### src/hdl/huffman_stream_decoder_core_macros.svh
// assertion macros used by the decoder core rtl
// depends on a clock named clk and an active-low reset named rst_n in the including module
`ifndef HUFFMAN_STREAM_DECODER_CORE_MACROS_SVH
`define HUFFMAN_STREAM_DECODER_CORE_MACROS_SVH

// same-cycle implication, checked outside reset
`define HSD_ASSERT_IMP(lbl, ante, cons, msg) \
  lbl: assert property (@(posedge clk) disable iff (!rst_n) (ante) |-> (cons)) \
    else $error(msg);

// next-cycle implication, checked outside reset
`define HSD_ASSERT_NXT(lbl, ante, cons, msg) \
  lbl: assert property (@(posedge clk) disable iff (!rst_n) (ante) |=> (cons)) \
    else $error(msg);

`endif

### src/hdl/hsd_pkg.sv
// types and codes of the prefix-code stream decoder
// no dependencies
package hsd_pkg;

  // input action codes
  localparam logic [1:0] ACT_TREE  = 2'd0;
  localparam logic [1:0] ACT_DATA  = 2'd1;
  localparam logic [1:0] ACT_FINAL = 2'd2;
  localparam logic [1:0] ACT_NONE  = 2'd3;

  // result status codes
  localparam logic [1:0] ST_SYMBOL   = 2'd0;
  localparam logic [1:0] ST_BAD_TREE = 2'd1;
  localparam logic [1:0] ST_EARLY    = 2'd2;

  // tree marker that announces a leaf symbol
  localparam logic [7:0] MARKER_LEAF = 8'd1;

  // code bits in one data byte
  localparam int unsigned BYTE_BITS = 8;

  // node index field width
  localparam int unsigned IDX_W = 9;

  typedef struct packed {
    logic [1:0] action;
    logic [7:0] byte_value;
    logic [3:0] valid_bits;
  } in_t;

  typedef struct packed {
    logic [7:0] symbol;
    logic [1:0] status;
    logic       run_last;
  } out_t;

  // node table entry: leaf flag, left child or leaf symbol, right child
  typedef struct packed {
    logic             leaf;
    logic [IDX_W-1:0] left;
    logic [IDX_W-1:0] right;
  } node_t;

endpackage

### src/hdl/hsd_result_stage.sv
// result output register between the decoder sequencer and the result channel
// depends on hsd_pkg
module hsd_result_stage (
  input  logic          clk,
  input  logic          rst_n,
  input  logic          load,
  input  hsd_pkg::out_t load_data,
  output logic          slot_free,
  output logic          out_valid,
  input  logic          out_ready,
  output hsd_pkg::out_t out_data
);

  logic          valid_r;
  logic          valid_nxt;
  hsd_pkg::out_t data_r;

  // slot opens when empty or when the held transaction leaves this cycle
  assign slot_free = !valid_r || out_ready;

  always_comb begin
    valid_nxt = valid_r;
    if (load) begin
      valid_nxt = 1'b1;
    end else if (out_ready) begin
      valid_nxt = 1'b0;
    end
  end

  always_ff @(posedge clk) begin
    if (!rst_n) begin
      valid_r <= 1'b0;
    end else begin
      valid_r <= valid_nxt;
    end
  end

  // payload needs no reset
  always_ff @(posedge clk) begin
    if (load) begin
      data_r <= load_data;
    end
  end

  assign out_valid = valid_r;
  assign out_data  = data_r;

endmodule

### config.mk
export PLATFORM = sky130hd
export DESIGN_NAME = hsd_result_stage
export DESIGN_NICKNAME = d
export VERILOG_FILES = /design/src/hdl/huffman_stream_decoder_core_macros.svh /design/src/hdl/hsd_pkg.sv /design/src/hdl/hsd_result_stage.sv
export SDC_FILE = /design/constraint.sdc
export NUM_CORES = 1
export LEC_CHECK = 0
export BUFFER_PORTS_ARGS = -buffer_cell sky130_fd_sc_hd__buf_2
export CAP_MARGIN = 5
export CORE_AREA = 2 2 39 41
export DETAILED_ROUTE_END_ITERATION = 12
export DIE_AREA = 0 0 41 43
export HOLD_SLACK_MARGIN = 0.15
export PLACE_DENSITY = 0.58
export SETUP_SLACK_MARGIN = 0.2
export SLEW_MARGIN = 5
export SYNTH_ARGS = -nofsm -noshare
export SYNTH_HDL_FRONTEND = slang
export SYNTH_SLANG_ARGS = --single-unit
### constraint.sdc
create_clock -name clk -period 1.3 [get_ports clk]
set_input_delay 0.065 -clock clk [delete_from_list [all_inputs] [get_ports clk]]
set_output_delay 0.065 -clock clk [all_outputs]
set_load 0.1 [all_outputs]
Yosys cells after proc, flatten, opt, wreduce, memory -nomap -nowiden
Cells that the tools add are included.
{"block": "word_totals", "out_inout_bits": 13, "wordCells": 9, "n_memories": 0, "ramBits": 0, "rom_bits": 0, "latchBits": 0, "regBits": 12, "inputBits": 15}
{"block": "op_classes", "bitwise_logic": 0, "div": 0, "addsub": 0, "reduce_logical": 3, "n_mul": 0, "eq_ne": 0, "shifts": 0, "muxes": 2, "magnitude_cmp": 0}
{"operator": "1-bit 2-to-1 mux", "count": 2}
{"operator": "2-bit nonzero test", "count": 1}
{"operator": "1-bit logical NOT", "count": 1}
{"operator": "1-bit logical OR", "count": 1}

Depth between registers and ports, before layout
Gate-level depths: netlist of the first run.
{"block": "depth", "depth_word": 2, "mapped_depth": 2, "ltp_nobuf": 2}

Least setup slack after synthesis of the first run
Ideal clock, no wire load.
{"block": "synth_path", "path_type": "reg-to-reg", "startpoint": "reg out_valid (netlist name)", "endpoint": "reg valid_r, in the netlist out_valid", "slack_ns": -0.331, "required_ns": 1.230, "n_path_buf": 0, "setup_ns": 0.070, "arrival_time_ns": 1.560, "period_less_slack_ns": 1.631, "path_stages_with_launch": 3, "path_cell_list": "dfxtp_1 nand2b_4 a21boi_2"}
{"element": "to (signal assigned)", "line": "hsd_result_stage.sv:34", "rtl": "valid_r <= valid_nxt;"}
{"element": "to (decl)", "line": "hsd_result_stage.sv:14", "rtl": "logic valid_r;"}

Worst setup path in the final report of the first run
{"block": "layout_path", "startpoint": "reg data_r, in the netlist out_data[4]", "endpoint": "out out_data[4] in the netlist's numbering"}
{"element": "from (decl)", "line": "hsd_result_stage.sv:16", "rtl": "hsd_pkg::out_t data_r;"}
{"element": "from (signal assigned)", "line": "hsd_result_stage.sv:41", "rtl": "data_r <= load_data;"}
{"element": "to (decl)", "line": "hsd_result_stage.sv:11", "rtl": "output hsd_pkg::out_t out_data"}
No word-level cell between the ends.

==> qor.csv, run 1 <==
stage,metric,value,unit
timing,finalSetupViolations,0,
grt,grt.total_usage,0.1047,
pwr,leakage,0.3088,nW
timing,worst_slew_pin_slew,491.1,ps
min_path,holdPathEnd,out_valid$_SDFFE_PN0P_,
clock_network,clk_path_buf_depth,2,
pwr,finalPower,1.007,mW
die,core,1384,sq um
min_path,hold_path.class,input pin to flop,
cells_and_area,syn_to_final_growth,85.15,%
worst_setup_path,max_stage_delay,420,ps
die,fp.dieW,41,microns
routing,wire_per_inst,9.635,microns
clock_network,cts-root-buf,clkbuf_4,
worst_setup_path,path_depth,1,
worst_setup_path,rr_worst_depth,2,
worst_setup_path,r2r_slack,700,ps
clock_network,cts_tree,done,
worst_setup_path,crit_chain,buf_2,
clock_network,hold_buffers,12,
cells_and_area,layout_common_cells,"20 x buf_2, 12 x dlygate4sd3_1, 11 x edfxtp_1",
clock_network,cts_setup_buffers,0,
placement,place_ws,427.8,ps
synth,syn_nets,30,
synth,syn_area,379.1,sq um
worst_setup_path,cp_max_fo,1,
grt,grt_max_degree,13,
synth,yosys_warnings,0,
synth,yosysSeqAreaShare,0.9241,
timing,fin_worst_skew,0,ps
routing,drc,0,
synth,synth_seq_cells,12,
routing,drt-total-wl,713,microns
timing,hold_violations,0,
routing,firstDrtPassIters,2,
timing,period_minus_slack,1068,ps
clock_network,clk_latency,250,ps
cells_and_area,layout_commonest_cell,buf_2,
synth,netlist_top_cells_area,"edfxtp_1 87%, dfxtp_1 5.3%, nand2b_4 3.6%, a21boi_2 3.0%, inv_1 0.99%",
grt,first_global_vias,296,
cells_and_area,fillCellCount,125,
routing,drt_iter0_drc,5,
outcome,outcome,finished clean,
grt,overflow,0,
pwr,peakVddDrop,0.6685,mV
worst_setup_path,endpoint_kind,primary output,
grt,grt_pass1_wl,1221,microns
clock_network,cts_max_level,1,
cells_and_area,layout.nets,74,
timing,slew_headroom,0.6748,
die,fp-row-count,14,
worst_setup_path,r2r-start,out_valid$_SDFFE_PN0P_,
worst_setup_path,slowest_stage,buf_2,
timing,max_clock_freq,936.4,MHz
synth,synth_cell_types,5,
synth,synth_top_cell_by_area,edfxtp_1,
die,num_io_pins,28,
min_path,whs_path_depth,3,
placement,portBuffers,27,
timing,setup_tns,0,ps
worst_setup_path,critPathRequiredTime,1240,ps
synth,syn_area_per_cell,25.27,sq um
min_path,min_from,out_ready,
worst_setup_path,worstReg2RegEnd,out_valid$_SDFFE_PN0P_,
clock_network,cts_buffers,3,
clock_network,cts_sinks,12,
die,initial_core_util,0.2740,
cells_and_area,ff_latch_area,354.1,sq um
cells_and_area,multi_input_area,25.02,sq um
routing,dr_total_vias,290,
cells_and_area,n_antenna_cell,0,
timing,fin_ws,232.1,ps
clock_network,clk_pin_slew,70,ps
worst_setup_path,cp.arrival,1000,ps
routing,ant_nets,0,
synth,syn_inst,15,
placement,gp_congestion,0.5642,
worst_setup_path,path_class,flop to primary output,
grt,antenna_found_initial,0,
synth,synth_top_area_frac,0.8713,
pwr,powerDensity,1435,nW/um^2
die,dieArea,1763,sq um
timing,slew_violations,0,
worst_setup_path,path_buf_inv,1,
timing,rsz0062_at_grt,false,
cells_and_area,drive_above_1_share,0.5690,
worst_setup_path,critPathTopFamily,buffers and inverters,
flow_run,max-cap-violations,0,
timing,finalCritPeriodShare,0.8214,
routing,viasPerCell,3.919,
die,chipHeight,43,microns
worst_setup_path,crit_path_start_kind,flop,
[worst register-to-register path: cells and delay by family, from the launching register on]
kind | cells | cell delay (ps)
AOI/OAI and AO/OA | 1 | 120
and+or+nand+nor | 1 | 50
DFF | 1 | 360
[where the power goes]
group	internal (mW)	leakage (nW)	switching (mW)
logic	0.0696	0.177	0.252
clock network	0.118	0.0150	0.106
registers	0.453	0.117	0.00786
[repair_timing]
item,CTS,global route
hold endpoints to repair,12,1
endpoints found under the setup margin,2,5
gates resized for setup,2,5
[cells in the mapped netlist]
| cell type | instances |
|---|---|
| a21boi_2 | 1 |
| dfxtp_1 | 1 |
| inv_1 | 1 |
| nand2b_4 | 1 |
| edfxtp_1 | 11 |
[area by class of cell]
cell class	count	area share
clock buffer	4	0.03743
inverter	1	0.005348
multi-input combinational	2	0.03565
sequential	12	0.5045
tap	16	0.02852
timing repair buffer	39	0.3886
[routing by layer]
layer  track usage  wire (microns)  share of wire  vias up
met3       0.03141              42          0.059        0
met5             0               0              0        -
met1        0.1349             256           0.36      140
li1              -               -              -      142
met2        0.1500             414           0.58        8
met4       0.06000               0              0        0
[flip-flops by register name, summed over array words and instances, names as in the netlist]
register and flops:
out_data 11, out_valid 1
[cell families after synthesis]
kind of cell    synth area share
flops                     0.9241
simple gates             0.03630
compound gates           0.02970
buf+inv                 0.009891
[worst max path at each step]
stage	from	to	slack, ps
after floorplan	out_valid$_SDFFE_PN0P_	out_valid$_SDFFE_PN0P_	250
after global placement	out_valid$_SDFFE_PN0P_	slot_free	430
after detailed placement	out_valid$_SDFFE_PN0P_	slot_free	430
after CTS	out_data[0]$_DFFE_PP_	out_data[0]	210
after global routing	out_data[4]$_DFFE_PP_	out_data[4]	200
final	out_data[4]$_DFFE_PP_	out_data[4]	230
[metrics by stage]
step,hold WS [ps],utilization,std cells,cell area (sq um)
2_1_floorplan,163.9,-,15,382.9
3_3_place_gp,242.7,0.3888,58,538.0
3_5_place_dp,243.1,0.3888,58,538.0
4_1_cts,78.13,0.4982,74,689.4
5_1_grt,87.49,0.5072,74,701.9
6_report,81.77,0.5072,74,701.9
No activity file was read; power rests on OpenSTA's default activity.
==> run 2: changes to the inputs <==
--- a/config.mk
+++ b/config.mk
@@ -11,7 +11,7 @@
 export DETAILED_ROUTE_END_ITERATION = 12
 export DIE_AREA = 0 0 41 43
 export HOLD_SLACK_MARGIN = 0.15
-export PLACE_DENSITY = 0.58
+export PLACE_DENSITY = 0.6
 export SETUP_SLACK_MARGIN = 0.2
 export SLEW_MARGIN = 5
 export SYNTH_ARGS = -nofsm -noshare
==> constraint.sdc (replaced) <==
create_clock -name clk -period 0.95 [get_ports clk]
set_input_delay 0.0475 -clock clk [delete_from_list [all_inputs] [get_ports clk]]
set_output_delay 0.0475 -clock clk [all_outputs]
set_load 0.1 [all_outputs]
==> run 2 against run 1 <==
  * Setup slack got worse by 210 ps
  * Clock skew did not move
  * Largest cell class is now buffers
  * Critical path type unchanged
  * Die area did not move
==> qor.csv, run 2 (same netlist as run 1, synthesis figures left out) <==
stage,metric,value,unit,change
die,chipHeight,43,microns,unchanged
routing,viasPerCell,4.000,,was 3.919
clock_network,cts_sinks,12,,unchanged
timing,fin_worst_skew,0,ps,unchanged
timing,fin_ws,18.82,ps,was 232.1 ps
timing,finalCritPeriodShare,0.9802,,
grt,antenna_found_initial,0,,unchanged
placement,portBuffers,27,,unchanged
worst_setup_path,crit_path_start_kind,flop,,unchanged
flow_run,max-cap-violations,0,,unchanged
worst_setup_path,path_buf_inv,1,,unchanged
routing,drc,0,,unchanged
routing,wire_per_inst,11.36,microns,was 9.635 microns
grt,grt.total_usage,0.1254,,was 0.1047
grt,first_global_vias,324,,was 296
cells_and_area,fin_cells,76,,was 74
cells_and_area,largest_reg_flops,11,,unchanged
placement,place_inst,58,,unchanged
grt,overflow,0,,unchanged
clock_network,cts-root-buf,clkbuf_4,,unchanged
die,initial_core_util,0.2740,,unchanged
routing,drt-total-wl,863,microns,was 713 microns
timing,worst_slew_pin_slew,251.8,ps,was 491.1 ps
placement,gp_congestion,0.6258,,was 0.5642
cells_and_area,syn_to_final_growth,138.0,%,was 85.15%
pwr,peakVddDrop,1.031,mV,was 0.6685 mV
routing,dr_total_vias,304,,was 290
cells_and_area,drive_above_1_share,0.5833,,was 0.5690
clock_network,clk_path_buf_depth,2,,unchanged
worst_setup_path,path_class,flop to primary output,,unchanged
die,num_io_pins,28,,unchanged
grt,grt_pass1_wl,1366,microns,was 1221 microns
cells_and_area,layout_common_cells,"14 x buf_2, 13 x buf_12, 12 x dlygate4sd3_1",,"was 20 x buf_2, 12 x dlygate4sd3_1, 11 x edfxtp_1"
die,fp.dieW,41,microns,unchanged
die,fp-row-count,14,,unchanged
cells_and_area,layout_commonest_cell,buf_2,,unchanged
min_path,hold_path.class,input pin to flop,,unchanged
worst_setup_path,cp_max_fo,1,,unchanged
timing,setup_tns,0,ps,unchanged
cells_and_area,layout.nets,76,,was 74
clock_network,clk_latency,260,ps,was 250 ps
timing,period_minus_slack,931.2,ps,
die,dieArea,1763,sq um,unchanged
worst_setup_path,cp.arrival,880,ps,was 1000 ps
outcome,outcome,finished clean,,unchanged
routing,firstDrtPassIters,2,,unchanged
timing,slew_headroom,0.8322,,was 0.6748
worst_setup_path,slowest_stage,edfxtp_1,,was buf_2
clock_network,cts_max_level,1,,unchanged
clock_network,clk_pin_slew,70,ps,about the same
timing,slew_violations,0,,unchanged
pwr,powerDensity,1697,nW/um^2,was 1435 nW/um^2
worst_setup_path,max_stage_delay,430,ps,was 420 ps
timing,hold_violations,0,,unchanged
grt,grt_max_degree,13,,unchanged
placement,place_ws,305.8,ps,was 427.8 ps
worst_setup_path,critPathRequiredTime,900,ps,was 1240 ps
cells_and_area,n_antenna_cell,0,,unchanged
clock_network,cts_tree,done,,unchanged
worst_setup_path,crit_chain,buf_12,,was buf_2
routing,drt_iter0_drc,3,,was 5
pwr,leakage,0.3876,nW,was 0.3088 nW
timing,finalSetupViolations,0,,unchanged
worst_setup_path,endpoint_kind,primary output,,unchanged
routing,ant_nets,0,,unchanged
cells_and_area,fin_util,0.6519,,was 0.5072
die,core,1384,sq um,unchanged
timing,rsz0062_at_grt,true,,was false
clock_network,cts_buffers,3,,unchanged
worst_setup_path,critPathTopFamily,flip-flops,,was buffers and inverters
timing,max_clock_freq,1074,MHz,
-- run 2: final timing paths --
check,endpoint,start,depth (start not counted),slack [ps]
setup / recovery,out_data[8],out_data[8]$_DFFE_PP_,1,20
hold / removal,out_valid$_SDFFE_PN0P_,load,3,140
setup reg to reg,out_valid$_SDFFE_PN0P_,out_valid$_SDFFE_PN0P_,4,130
hold reg to reg,out_valid$_SDFFE_PN0P_,out_valid$_SDFFE_PN0P_,4,680
-- run 2: report_power, final --
group	switching, mW	total, mW	internal [mW]
logic	0.350	0.569	0.219
registers	0.0349	0.658	0.623
clock network	0.153	0.304	0.151
total	0.537	1.53	0.994
-- run 2: metrics by stage --
stage	hold slack [ps]	total power, mW	area [sq um]
5_1_grt	156.2	1.598	902.1
4_1_cts	145.4	1.548	887.1
3_3_place_gp	224.1	1.188	733.2
2_1_floorplan	146.4	0.9638	382.9
6_report	142.8	1.531	902.1
3_5_place_dp	225.6	1.195	733.2
-- run 2: final cells by class --
class | count | area, sq um
fillers | 94 | 481.7
repair buffers | 41 | 473.0
flip-flops and latches | 12 | 354.1
multi-input cells | 2 | 25.02
clock buffers | 3 | 22.52
well taps | 16 | 20.02
clock inverters | 1 | 3.754
inverters | 1 | 3.754
-- run 2: repair_timing --
| action | CTS | global route |
|---|---|---|
| resized for setup | 0 | 2 |
| pin swaps | 0 | 1 |
| hold buffers | 12 | 0 |
| buffers inserted | 1 | 1 |
| setup endpoints to repair | 13 | 14 |
| hold endpoints to repair | 12 | 0 |
| cloned | 0 | 0 |
-- run 2: per-layer routing --
metal	up-vias	part of all wire	GRT usage	wire length, microns
li1	145	-	-	-
met1	129	0.36	0.1111	314
met2	28	0.47	0.2000	403
met3	2	0.16	0.05759	135
met4	0	0.010	0.1000	9
met5	-	0	0	0
==> run 3: changes to the inputs <==
==> constraint.sdc (replaced) <==
create_clock -name clk -period 0.85 [get_ports clk]
set_input_delay 0.0425 -clock clk [delete_from_list [all_inputs] [get_ports clk]]
set_output_delay 0.0425 -clock clk [all_outputs]
set_load 0.1 [all_outputs]
==> run 3 against run 2 <==
  * The flow now finishes with violations (negative setup slack)
  * Critical path depth is the same
  * Sequential power grew 12%
  * First-iteration DRC count shrank 67%
  * Clock power grew 12%
  * Setup slack lost 95 ps
  * Global-route usage shrank 1.5 points
  * Routed wire length grew 2.1%
  * Hold slack gained 5.4 ps
  * Combinational power grew 12%
  * Design area is the same
==> qor.csv, run 3 (same netlist as run 1, synthesis figures left out) <==
stage,metric,value,unit,change
outcome,outcome,finished with violations,,was finished clean
outcome,violations,negative setup slack,,
routing,drc,0,,unchanged
routing,drt_iter0_drc,1,,was 3
cells_and_area,n_antenna_cell,0,,unchanged
clock_network,cts_tree,done,,unchanged
grt,antenna_found_initial,0,,unchanged
cells_and_area,drive_above_1_share,0.5833,,unchanged
timing,worst_slew_pin_slew,251.9,ps,was 251.8 ps
routing,dr_total_vias,306,,was 304
worst_setup_path,endpoint_kind,primary output,,unchanged
timing,period_minus_slack,926.2,ps,
worst_setup_path,max_stage_delay,430,ps,about the same
die,num_io_pins,28,,unchanged
timing,rsz0062_at_grt,true,,unchanged
clock_network,cts_max_level,1,,unchanged
timing,hold_violations,0,,unchanged
pwr,p_sw_frac,0.3510,,was 0.3509
die,fp-row-count,14,,unchanged
die,fp.dieW,41,microns,unchanged
grt,grt.total_usage,0.1100,,was 0.1254
worst_setup_path,cp.arrival,880,ps,about the same
cells_and_area,ff_latch_area,354.1,sq um,unchanged
routing,viasPerCell,4.026,,was 4.000
timing,slew_violations,0,,unchanged
routing,firstDrtPassIters,2,,unchanged
pwr,peakVddDrop,1.152,mV,was 1.031 mV
timing,fin_worst_skew,0,ps,unchanged
worst_setup_path,crit_chain,buf_12,,unchanged
routing,drt-total-wl,881,microns,was 863 microns
cells_and_area,layout_common_cells,"14 x buf_2, 13 x buf_12, 12 x dlygate4sd3_1",,unchanged
cells_and_area,multi_input_area,25.02,sq um,unchanged
routing,ant_nets,0,,unchanged
cells_and_area,fin_cells,76,,unchanged
cells_and_area,syn_to_final_growth,138.0,%,unchanged
cells_and_area,layout.nets,76,,unchanged
grt,grt_max_degree,13,,unchanged
worst_setup_path,path_class,flop to primary output,,unchanged
timing,finalSetupViolations,12,,was 0
worst_setup_path,crit_path_start_kind,flop,,unchanged
placement,place_inst,58,,unchanged
cells_and_area,fin_area,902.1,sq um,unchanged
clock_network,clk_latency,260,ps,about the same
flow_run,max-cap-violations,0,,unchanged
grt,grt_pass1_wl,1173,microns,was 1366 microns
die,initial_core_util,0.2740,,unchanged
timing,fin_ws,-76.23,ps,was 18.82 ps
placement,portBuffers,27,,unchanged
cells_and_area,fin_util,0.6519,,unchanged
cells_and_area,fillCellCount,94,,unchanged
worst_setup_path,path_buf_inv,1,,unchanged
pwr,leakage,0.3876,nW,unchanged
cells_and_area,layout_commonest_cell,buf_2,,unchanged
pwr,pwr-share-seq,0.430,,about the same
clock_network,clk_path_buf_depth,2,,unchanged
worst_setup_path,r2r_slack,20,ps,was 130 ps
worst_setup_path,critPathTopFamily,flip-flops,,unchanged
pwr,p_clk_frac,0.198,,was 0.199
clock_network,cts-root-buf,clkbuf_4,,unchanged
pwr,powerDensity,1897,nW/um^2,was 1697 nW/um^2
pwr,internal_power,1.111,mW,was 993.6 uW
min_path,hold_path.class,input pin to flop,,unchanged
timing,max_clock_freq,1080,MHz,
cells_and_area,largest_reg_flops,11,,unchanged
die,dieArea,1763,sq um,unchanged
pwr,power_frac_comb,0.372,,about the same
timing,timing.hold.ws,148.2,ps,was 142.8 ps
clock_network,clk_pin_slew,70,ps,about the same
timing,slew_headroom,0.8321,,was 0.8322
placement,gp_congestion,0.6258,,unchanged
die,chipHeight,43,microns,unchanged
timing,finalCritPeriodShare,1.090,,
worst_setup_path,critPathRequiredTime,810,ps,was 900 ps
grt,overflow,0,,unchanged
routing,wire_per_inst,11.59,microns,was 11.36 microns
worst_setup_path,cp_max_fo,1,,unchanged
clock_network,cts_sinks,12,,unchanged
timing,setup_tns,-753.9,ps,was 0 ps
pwr,p_switching,600.7,uW,was 537.1 uW
worst_setup_path,slowest_stage,edfxtp_1,,unchanged
clock_network,cts_buffers,3,,unchanged
grt,first_global_vias,275,,was 324
placement,place_area,733.2,sq um,unchanged
die,core,1384,sq um,unchanged
-- run 3: cell counts in the layout (fill, tap and decap cells not counted) --
No cell type changed its count.
-- run 3: cell type report --
| cell class | count | area share |
|---|---|---|
| clock buffers | 3 | 0.02497 |
| clock inverters | 1 | 0.004161 |
| inverters | 1 | 0.004161 |
| multi-input cells | 2 | 0.02774 |
| flip-flops and latches | 12 | 0.3925 |
| well taps | 16 | 0.02219 |
| repair buffers | 41 | 0.5243 |
-- run 3: power by group through the flow --
stage | Clock [mW] | Combinational (mW) | Sequential [mW]
final | 0.340 | 0.637 | 0.735
after global routing | 0.391 | 0.657 | 0.738
after CTS | 0.361 | 0.590 | 0.736
after detailed placement | 0 | 0.587 | 0.749
after global placement | 0 | 0.583 | 0.745
after floorplan | 0 | 0.0260 | 1.05
-- run 3: final timing paths --
path / to / startpoint / cells past startpoint
setup / recovery: out_data[8] / out_data[8]$_DFFE_PP_ / 1
hold / removal: out_valid$_SDFFE_PN0P_ / load / 3
setup reg to reg: out_valid$_SDFFE_PN0P_ / out_valid$_SDFFE_PN0P_ / 4
hold reg to reg: out_valid$_SDFFE_PN0P_ / out_valid$_SDFFE_PN0P_ / 4
-- run 3: per-stage QoR --
step | setup slack (ps) | power [mW]
2_1_floorplan | -172.5 | 1.077
3_3_place_gp | 217.8 | 1.328
3_5_place_dp | 210.8 | 1.335
4_1_cts | -90.42 | 1.687
5_1_grt | -121.9 | 1.786
6_report | -76.23 | 1.711
-- run 3: routing by layer --
metal,GRT usage,vias up,part of all wire,wire length [microns]
li1,-,146,-,-
met1,0.08333,130,0.35,308
met2,0.1594,28,0.49,436
met3,0.08901,2,0.14,126
met4,0.1000,0,0.010,9
met5,0,-,0,0
-- run 3: what timing repair did --
action | 4_1_cts | 5_1_grt
resized for setup | 0 | 2
endpoints found under the setup margin | 13 | 14
pin swaps | 0 | 1
endpoints found under the hold margin | 12 | 20
setup buffers | 1 | 1
